### config.mk
export PLATFORM = sky130hd
export DESIGN_NAME = cbd_clear
export DESIGN_NICKNAME = d
export VERILOG_FILES = /design/src/sv/cbd_clear.sv
export SDC_FILE = /design/constraint.sdc
export NUM_CORES = 1
export LEC_CHECK = 0
export ABC_AREA = 1
export ABC_CLOCK_PERIOD_IN_PS = 1450
export BUFFER_PORTS_ARGS = -buffer_cell sky130_fd_sc_hd__buf_2
export CAP_MARGIN = 20
export CORE_MARGIN = 10
export CORE_UTILIZATION = 24
export CTS_CLUSTER_DIAMETER = 150
export DETAILED_ROUTE_END_ITERATION = 8
export PLACE_DENSITY = 0.53
export SLEW_MARGIN = 15
export SYNTH_ARGS = -nofsm -noshare
export SYNTH_HDL_FRONTEND = slang
export SYNTH_SLANG_ARGS = --single-unit
### constraint.sdc
create_clock -name i_clk -period 1.45 [get_ports i_clk]
set_clock_uncertainty 0.15 [all_clocks]
set_input_delay 0.3625 -clock i_clk [delete_from_list [all_inputs] [get_ports i_clk]]
set_output_delay 0.3625 -clock i_clk [all_outputs]
set_load 0.05 [all_outputs]
### src/sv/cbd_clear.sv
// Post-reset sweep that zeroes every work RAM entry.
`default_nettype none
module cbd_clear #(
    parameter int DEPTH = 2048
) (
    input  wire logic                     i_clk,
    input  wire logic                     i_rst_n,
    output logic                          o_busy,
    output logic      [$clog2(DEPTH)-1:0] o_addr
);

    localparam int AW = $clog2(DEPTH);

    logic          r_busy;
    logic [AW-1:0] r_addr;

    always_ff @(posedge i_clk) begin
        if (!i_rst_n) begin
            r_busy <= 1'b1;
            r_addr <= '0;
        end else if (r_busy) begin
            r_addr <= r_addr + AW'(1);
            if (r_addr == AW'(DEPTH - 1)) begin
                r_busy <= 1'b0;
            end
        end
    end

    assign o_busy = r_busy;
    assign o_addr = r_addr;

endmodule
`default_nettype wire

==> qor.yml <==
clock_tree:
  root_buffer: "clkbuf_4"
  clockBufferDepth: 2
  clkTransAtPathRegs_ns: 0.07
  insertion_delay_ns: 0.27
  clkSinkCount: 12
  cts_tree: "done"
  cts_setup_buffers: 0
  cts_buffers: 3
  ctsHtreeMaxLevel: 1
power_and_ir_drop:
  power_mw: 0.619
  combPwrFrac_pct: 10.2
  p_per_area_nw_per_um2: 834
  p_leak_nw: 0.329
  netSwitchingPower_mw: 0.159
  vdd_ir_drop_max_mv: 0.471
  clkPwrFrac_pct: 34.6
  p_int_mw: 0.460
  switching_share_pct: 25.7
  power_frac_seq_pct: 55.3
worst_setup_path:
  crit_family: "flip-flops"
  crit_arrival_ns: 0.88
  path_buf_inv: 1
  critPathSlowestCell: "dfxtp_2"
  criticalPathCategory: "reg -> out"
  critPathMaxStageDelay_ns: 0.35
  worstPathCellList: "buf_2"
  critPathCaptureType: "primary output"
  crit_required_ns: 0.94
  path_max_fanout: 3
  cp-start-kind: "register"
routing:
  dr.first_iter.drc_count: 3
  drc: 0
  drtAntennaViolNets: 0
  wl_um: 1280
  via_count: 535
  viasPerCell: 4.28
  dr.pass1.iters: 4
  post_drt_wl_per_cell_um: 10.3
global_routing:
  grt_pass1_vias: 505
  grt_busiest_layer: "met2"
  use_met2_pct: 9.65
  gr-usage-met1_pct: 7.03
  met3_usage_pct: 4.08
  antenna_found_initial: 0
  grt_overflow: 0
  grt_usage_pct: 6.55
  grt_max_degree: 11
  grt_pass1_wl_um: 2290
synthesis:
  synth_ff_type: "dfxtp_1"
  syn-cell-area_um2: 561
  ys_warn_count: 0
  syn_inst: 81
  synth_edf_count: 0
  yosysSeqAreaShare_pct: 42.9
  yosysUniqueCellTypes: 16
  ys_seq_elements: 12
  syn_area_per_cell_um2: 6.92
  async_flop_share_pct: 0
  synthesis.nets: 84
sta:
  finalMaxSlewViolations: 0
  slew_headroom_pct: 81.8
  tightest_slew_ns: 0.272
  setup_tns_ns: 0
  setup_viol: 0
  finalCritPeriodShare_pct: 95.8
  finalHoldViolCount: 0
  rsz0062_at_grt: "no"
  fmax_mhz: 720
  min_period_ns: 1.39
final_layout:
  drive_above_1_share_pct: 32.0
  num_antenna_cells: 0
  syn2layout_area_growth_pct: 32.4
  instances_no_fill: 125
  post-route-util_pct: 33.5
  fin_nets: 101
  design_area_um2: 742
  nFillCells: 267
place:
  port_buffers: 13
  place_inst: 121
  dp_hpwl_um: 1020
  gp_congestion: 0.840
  place_area_um2: 673
run:
  drv_cap: 0
die:
  die_w_um: 68.3
  rows: 17
  start_util_pct: 25.3
  die_h_um: 68.3
  core_um2: 2210
  dieArea_um2: 4670
  io_pins: 14
worst_hold_path:
  hold_class: "in -> reg"
status:
  status: "finished, final reports clean"
-- kinds of logic (layout without fill, tap and decap cells) --
family,after synthesis,in the layout,synth area share (%)
compound gates,6,6,5.36
buf+inv,11,27,7.36
fa+ha+maj,1,1,2.23
flops,12,12,42.9
simple gates,49,49,39.1
xor+xnor,2,2,3.13
-- per-layer routing --
| metal | vias up | share of wire [%] |
|---|---|---|
| met1 | 230 | 43 |
| met2 | 12 | 45 |
| met4 | 0 | 0.86 |
| met5 | - | 0 |
| met3 | 2 | 11 |
| li1 | 291 | - |
-- power by group through the flow --
stage,Clock (mW),Combinational [mW],Sequential (mW)
after floorplan,0,0.0233,0.375
after global placement,0,0.0606,0.351
after detailed placement,0,0.0610,0.351
after CTS,0.234,0.0611,0.344
after global routing,0.256,0.0692,0.344
final,0.214,0.0628,0.342
-- synthesized netlist by cell type (2+ instances only) --
cell | number | area (um2)
nor2_1 | 17 | 63.8
nand2_1 | 15 | 56.3
dfxtp_1 | 12 | 240
inv_1 | 9 | 33.8
nand3_1 | 7 | 35.0
a21oi_1 | 4 | 20.0
nand4_1 | 3 | 18.8
nor3_1 | 3 | 15.0
nand2_2 | 2 | 12.5
o21ai_0 | 2 | 10.0
xnor2_1 | 2 | 17.5
-- cells in the final DEF (no fill, tap or decap) --
master	synthesis	final
nor3_1	3	2
nor2_4	1	1
o21ai_0	2	2
nor2_2	1	1
inv_2	1	1
dfxtp_1	12	3
xnor2_1	2	2
nand2_2	2	2
buf_2	0	2
dfxtp_4	0	3
clkbuf_1	1	1
clkbuf_4	0	8
nand2_1	15	15
a21oi_1	4	4
buf_4	0	4
nor2_1	17	17
nor3_2	0	1
nand4_1	3	3
ha_1	1	1
nand3_1	7	7
inv_1	9	9
buf_6	0	2
dfxtp_2	0	6
-- worst paths after layout --
kind	startpoint	end	slack [ns]	cells after the start
max	o_addr[4]	o_addr[4]	0.06	1
min	i_rst_n	o_busy	0.21	2
max reg2reg	o_addr[0]	o_addr[10]	0.18	7
min reg2reg	o_addr[6]	o_addr[6]	0.36	2
-- what timing repair did --
action	4_1_cts	5_1_grt
setup endpoints to repair	5	9
resized for setup	6	10
hold buffers	0	0
pin swaps	0	0
-- registers in the layout, summed over array words and instances (netlist names) --
| register | cells |
|---|---|
| o_addr | 11 |
| o_busy | 1 |
-- stage by stage --
stage	hold slack (ns)	setup WS (ns)
global placement	0.350	0.182
finish	0.213	0.0608
detailed placement	0.355	0.139
global route	0.196	0.00405
CTS	0.203	0.00651
floorplan	0.449	0.0571
-- cell type report --
cell class | count | area (um2) | share of cell area (%)
clock buffer | 4 | 26.3 | 3.54
inverter | 10 | 37.5 | 5.06
multi-input combinational | 58 | 284 | 38.3
sequential | 12 | 259 | 34.9
tap | 28 | 35.0 | 4.72
timing repair buffer | 13 | 100 | 13.5
No activity file was read; power rests on OpenSTA's default activity.
