[src/sv/cbd_pkg.sv]
// Shared types and constants for the CPU bus decoder with sprite DMA.
`default_nettype none
package cbd_pkg;

    typedef enum logic [1:0] {
        CMD_READ  = 2'd0,
        CMD_WRITE = 2'd1,
        CMD_TICK  = 2'd2
    } t_cmd;

    localparam logic [15:0] RAM_LAST_ADDR = 16'h1FFF;
    localparam logic [15:0] PPU_LAST_ADDR = 16'h3FFF;
    localparam logic [15:0] DMA_REG_ADDR  = 16'h4014;
    localparam logic [15:0] PAD0_ADDR     = 16'h4016;
    localparam logic [15:0] PAD1_ADDR     = 16'h4017;
    localparam logic [2:0]  PHASE_READ    = 3'd0;
    localparam logic [2:0]  PHASE_WRITE   = 3'd3;
    localparam logic [2:0]  PHASE_LAST    = 3'd5;
    localparam logic [7:0]  DMA_LAST_IDX  = 8'hFF;

    typedef struct packed {
        logic [1:0]  command;
        logic [15:0] address;
        logic [7:0]  write_data;
        logic        peek_only;
        logic        cart_claims;
        logic [7:0]  cart_read_data;
        logic [7:0]  ppu_read_data;
        logic [7:0]  pad0_buttons;
        logic [7:0]  pad1_buttons;
        logic        ppu_nmi_request;
    } t_item;

    typedef struct packed {
        logic [7:0]  read_result;
        logic        ppu_select;
        logic [2:0]  ppu_register;
        logic        cpu_step;
        logic        oam_write;
        logic [7:0]  oam_index;
        logic [7:0]  oam_data;
        logic        dma_active;
        logic [15:0] dma_source;
        logic        cpu_nmi;
        logic        ram_hit;
    } t_result;

    typedef struct packed {
        logic        wr;
        logic        rd;
        logic [15:0] addr;
        logic [7:0]  wdata;
    } t_ram_req;

endpackage
`default_nettype wire

[src/sv/cbd_core.sv]
// Bus decode, pad shifters, tick phase and sprite DMA sequencing for one beat.
`default_nettype none
module cbd_core (
    input  wire logic             i_clk,
    input  wire logic             i_rst_n,
    input  wire logic             i_fire,
    input  wire cbd_pkg::t_item   i_item,
    input  wire logic [7:0]       i_ram_rdata,
    output cbd_pkg::t_result      o_res,
    output cbd_pkg::t_ram_req     o_ram
);

    logic [7:0] r_pad [2];
    logic [7:0] n_pad [2];
    logic [7:0] r_page, n_page;
    logic [7:0] r_index, n_index;
    logic [7:0] r_byte, n_byte;
    logic       r_running, n_running;
    logic       r_align, n_align;
    logic [2:0] r_phase, n_phase;
    logic       r_cap, n_cap;

    logic        rd_en;
    logic [15:0] rd_addr;
    logic [7:0]  rd_data;
    logic        dma_fetch;
    logic        pidx;

    always_comb begin
        o_res     = '0;
        o_ram     = '0;
        n_pad     = r_pad;
        n_page    = r_page;
        n_index   = r_index;
        n_byte    = r_byte;
        n_running = r_running;
        n_align   = r_align;
        n_phase   = r_phase;
        n_cap     = 1'b0;
        rd_en     = 1'b0;
        rd_addr   = i_item.address;
        rd_data   = '0;
        dma_fetch = 1'b0;
        pidx      = i_item.address[0];

        case (cbd_pkg::t_cmd'(i_item.command))
            cbd_pkg::CMD_READ: begin
                rd_en = 1'b1;
            end
            cbd_pkg::CMD_WRITE: begin
                if (!i_item.cart_claims) begin
                    if (i_item.address inside {[16'h0000:cbd_pkg::RAM_LAST_ADDR]}) begin
                        o_ram.wr    = 1'b1;
                        o_ram.addr  = i_item.address;
                        o_ram.wdata = i_item.write_data;
                    end else if (i_item.address <= cbd_pkg::PPU_LAST_ADDR) begin
                        o_res.ppu_select   = 1'b1;
                        o_res.ppu_register = i_item.address[2:0];
                    end else if (i_item.address == cbd_pkg::DMA_REG_ADDR) begin
                        n_page    = i_item.write_data;
                        n_index   = '0;
                        n_running = 1'b1;
                    end else if (i_item.address inside
                                 {cbd_pkg::PAD0_ADDR, cbd_pkg::PAD1_ADDR}) begin
                        n_pad[pidx] = pidx ? i_item.pad1_buttons : i_item.pad0_buttons;
                    end
                end
            end
            cbd_pkg::CMD_TICK: begin
                if (r_phase inside {cbd_pkg::PHASE_READ, cbd_pkg::PHASE_WRITE}) begin
                    if (r_running) begin
                        if (r_align) begin
                            // alignment ends on the odd slot
                            if (r_phase[0]) begin
                                n_align = 1'b0;
                            end
                        end else if (!r_phase[0]) begin
                            rd_en     = 1'b1;
                            rd_addr   = {r_page, r_index};
                            dma_fetch = 1'b1;
                        end else begin
                            o_res.oam_write = 1'b1;
                            o_res.oam_index = r_index;
                            o_res.oam_data  = r_byte;
                            n_index         = r_index + 8'd1;
                            if (r_index == cbd_pkg::DMA_LAST_IDX) begin
                                n_running = 1'b0;
                                n_align   = 1'b1;
                            end
                        end
                    end else begin
                        o_res.cpu_step = 1'b1;
                    end
                end
                o_res.cpu_nmi = i_item.ppu_nmi_request;
                n_phase = (r_phase == cbd_pkg::PHASE_LAST) ? 3'd0 : r_phase + 3'd1;
            end
            default: begin
            end
        endcase

        if (rd_en) begin
            if (i_item.cart_claims) begin
                rd_data = i_item.cart_read_data;
            end else if (rd_addr <= cbd_pkg::RAM_LAST_ADDR) begin
                // data arrives from the RAM in the next cycle
                o_ram.rd      = 1'b1;
                o_ram.addr    = rd_addr;
                o_res.ram_hit = 1'b1;
                n_cap         = dma_fetch;
            end else if (rd_addr <= cbd_pkg::PPU_LAST_ADDR) begin
                o_res.ppu_select   = 1'b1;
                o_res.ppu_register = rd_addr[2:0];
                rd_data            = i_item.ppu_read_data;
            end else if (rd_addr == cbd_pkg::PAD0_ADDR || rd_addr == cbd_pkg::PAD1_ADDR) begin
                rd_data          = {7'd0, r_pad[rd_addr[0]][7]};
                n_pad[rd_addr[0]] = {r_pad[rd_addr[0]][6:0], 1'b0};
            end
        end
        o_res.read_result = rd_data;
        if (dma_fetch && !o_res.ram_hit) begin
            n_byte = rd_data;
        end
        o_res.dma_active = n_running;
        o_res.dma_source = {n_page, n_index};
    end

    always_ff @(posedge i_clk) begin
        if (!i_rst_n) begin
            r_pad[0]  <= '0;
            r_pad[1]  <= '0;
            r_page    <= '0;
            r_index   <= '0;
            r_byte    <= '0;
            r_running <= 1'b0;
            r_align   <= 1'b1;
            r_phase   <= '0;
            r_cap     <= 1'b0;
        end else begin
            r_cap <= i_fire && n_cap;
            if (i_fire) begin
                r_pad     <= n_pad;
                r_page    <= n_page;
                r_index   <= n_index;
                r_byte    <= n_byte;
                r_running <= n_running;
                r_align   <= n_align;
                r_phase   <= n_phase;
            end
            // a DMA byte fetched from work RAM lands here in the cycle after its beat
            if (r_cap) begin
                r_byte <= i_ram_rdata;
            end
        end
    end

endmodule
`default_nettype wire

[config.mk]
export PLATFORM = sky130hd
export DESIGN_NAME = cbd_core
export DESIGN_NICKNAME = d
export VERILOG_FILES = /design/src/sv/cbd_pkg.sv /design/src/sv/cbd_core.sv
export SDC_FILE = /design/constraint.sdc
export NUM_CORES = 1
export LEC_CHECK = 0
export BUFFER_PORTS_ARGS = -buffer_cell sky130_fd_sc_hd__buf_2
export CORE_MARGIN = 2
export CORE_UTILIZATION = 30
export CTS_BUF_LIST = sky130_fd_sc_hd__clkbuf_16
export DETAILED_ROUTE_END_ITERATION = 8
export SYNTH_ARGS = -nofsm -noshare
export SYNTH_HDL_FRONTEND = slang
export SYNTH_SLANG_ARGS = --single-unit
[constraint.sdc]
create_clock -name i_clk -period 4.2 [get_ports i_clk]
set_input_delay 0 -clock i_clk [delete_from_list [all_inputs] [get_ports i_clk]]
set_output_delay 0 -clock i_clk [all_outputs]
set_load 0.02 [all_outputs]
==> results.yml <==
setup_path:
  end_kind: "flip-flop"
  cp_slowest_cell: "nor2b_1"
  required_ns: 4.43
  worst_path_largest_cell_delay_ns: 0.60
  cp_max_fo: 9
  crit_type: "flip-flop to flip-flop"
  crit_chain: "and2_1 -> ha_1 -> o21bai_1 -> a21oi_1 -> nor2b_1 -> inv_1 -> nor2_1 -> a221o_1 -> dlygate4sd3_1"
  path_buf_inv: 2
  crit_family: "simple AND/OR/NAND/NOR gates"
  ff2ff_setup_slack_ns: 0.84
  crit_arrival_ns: 3.58
  startpoint_type: "flip-flop"
finish:
  final_common_cell: "buf_2"
  fin_util_pct: 40.7
  final_cell_mix: "142 x buf_2, 46 x dfxtp_1, 39 x nor2_1, 39 x o21ai_0, 30 x and3_1"
  fillCellCount: 1219
  drive_above_1_share_pct: 29.5
  fin_nets: 678
  fin_cells: 744
  n_antenna_cell: 0
  syn_to_final_growth_pct: 31.7
  fin_area_um2: 4670
global_route:
  antenna_found_initial: 4
  grtUsageMet1_pct: 25.2
  globalRoute.totalOverflow: 0
  grt.met2_usage_pct: 30.7
  grt_pass1_wl_mm: 19.6
  met3_usage_pct: 4.54
  grt_busiest_layer: "met2"
  grt_max_degree: 37
  grt_use_total_pct: 18.9
  grt_pass1_vias: 3941
placed_design:
  place_inst: 713
  gp_congestion: 0.915
  port_buffers: 142
  dpl_cell_area_um2: 4290
  place_hpwl_mm: 8.93
  pre_cts_ws_ns: 1.29
timing:
  max_slew_margin_pct: 25.3
  skew_ns: 0.00725
  min_period_ns: 3.36
  drv_slew: 0
  final_hold_viol_count: 0
  min_period_over_period_pct: 79.9
  setup_violations: 0
  worst_pin_slew_ns: 1.11
  clock.fmax_mhz: 298
  tns_ns: 0
  layout_setup_ws_ns: 0.843
  rsz0062_at_grt: "false"
clocking:
  cts_made_buffers: 5
  clockBufferDepth: 2
  clock-root-buffer: "clkbuf_16"
  htreeDepth: 2
  post_cts_resized: 0
  clkTransAtPathRegs_ns: 0.07
  clk_latency_ns: 0.29
  clock-sinks: 46
  cts_tree: "yes"
power:
  sw_frac_of_total_pct: 27.6
  seq_power_share_pct: 44.2
  p_leak_nw: 2.23
  p_clk_share_pct: 40.5
  combPwrFrac_pct: 15.3
  peakVddDrop_mv: 0.178
  p_switching_w: 0.000273
  power.internal_w: 0.000718
  pwr_density_cell_nw_per_um2: 212
die:
  initial_core_util_pct: 30.9
  ios: 147
  die_width_um: 113
  coreArea_um2: 11500
  dieArea_um2: 12700
  row_count: 39
  die_h_um: 113
status:
  status: "completed"
routing:
  drc_errors: 0
  wirelength_mm: 12.3
  vias: 4055
  drtAntennaViolNets: 0
  drt-pass1-iter-count: 6
  wl_per_cell_um: 16.6
  vias_per_cell: 5.45
  drt_iter0_drc: 213
logic_synthesis:
  ys_types: 57
  synth-seq-cells: 46
  synth_edf_count: 0
  ys.flop_type: "dfxtp_1"
  synth_warnings: 0
  synth_cells: 461
  synth.cell_area_um2: 3540
  seq_area_frac_synth_pct: 26.0
  synthArstFlopShare_pct: 0
  postSynthAreaPerCell_um2: 7.68
worst_hold_path:
  hold_path.class: "input port to flip-flop"
job:
  cap_violations: 0
flip-flops by register name (all words and copies together) (netlist names):
name,flops
r_align,1
r_byte,8
r_cap,1
r_index,8
r_pad,16
r_page,8
r_phase,3
r_running,1
synthesized netlist by cell type (5+ instances only):
master	number	area share, %
a211oi_1	9	1.9
a21oi_1	21	3.0
a221o_1	7	2.0
a22o_1	26	6.4
and2_1	7	1.2
and3_1	30	5.3
buf_4	5	1.1
clkbuf_1	29	3.1
dfxtp_1	46	26
ha_1	6	2.1
inv_1	9	0.95
mux2_2	16	5.1
mux2i_1	10	2.8
nand2_1	22	2.3
nand2b_1	15	2.6
nand3_1	12	1.7
nand4_1	5	0.88
nor2_1	39	4.1
nor2b_1	12	2.1
nor3_1	18	2.5
nor3b_1	16	3.4
o21ai_0	39	5.5
or3_1	5	0.88
metal layers:
layer  vias up  share of wire [%]
met5         -               0.11
met4         2               0.90
li1       1985                  -
met3        21                8.5
met2       170                 47
met1      1877                 44
cells by family (layout without fill, tap and decap cells):
logic type | Yosys count | in the layout | synth area share (%)
fa+ha+maj | 6 | 6 | 2.12
compound gates | 131 | 131 | 25.5
xor+xnor | 1 | 1 | 0.247
simple gates | 201 | 201 | 31.9
mux | 26 | 26 | 7.91
flops | 46 | 46 | 26.0
other cells | 1 | 3 | 0.106
buf+inv | 49 | 187 | 6.25
worst paths after layout:
| kind | start | endpoint | depth (start not counted) |
|---|---|---|---|
| worst max-delay path | r_phase[0] | r_byte[1] | 9 |
| worst min-delay path | i_item[1] | r_pad[0] | 4 |
| worst max register to register | r_phase[0] | r_byte[1] | 9 |
| worst min register to register | r_byte[0] | r_byte[0] | 2 |
final cells by class:
| type | instances | area, µm² | area share, % |
|---|---|---|---|
| clock buffer | 5 | 125 | 2.68 |
| clock inverter | 3 | 21.3 | 0.456 |
| inverter | 9 | 33.8 | 0.724 |
| multi-input combinational | 368 | 2410 | 51.6 |
| sequential | 46 | 921 | 19.7 |
| tap | 143 | 179 | 3.83 |
| timing repair buffer | 170 | 978 | 21.0 |
what timing repair did:
item / CTS / global route
hold buffers: 23 / 0
endpoints found under the hold margin: 16 / 0
buffers inserted: 0 / 0
power by group through the flow:
stage	clock (W)	combinational, W	sequential (W)
after detailed placement	0	0.000138	0.000448
after global routing	0.000427	0.000166	0.000438
final	0.000402	0.000151	0.000438
after global placement	0	0.000136	0.000448
after floorplan	0	0.0000756	0.000447
after CTS	0.000411	0.000150	0.000438
metrics by stage:
step                hold WS, ns  power (W)
floorplan                 0.138   0.000523
global placement          0.244   0.000585
detailed placement        0.243   0.000586
CTS                      0.0963   0.000999
global route              0.129    0.00103
finish                    0.104   0.000991
worst register-to-register path, cell delays in order, from the launching register on:
cell and delay [ns]:
dfxtp_1 0.50, and2_1 0.19, ha_1 0.21, o21bai_1 0.20
a21oi_1 0.22, nor2b_1 0.60, inv_1 0.09, nor2_1 0.48
a221o_1 0.26, dlygate4sd3_1 0.55
Power figures use the tool's default switching activity.
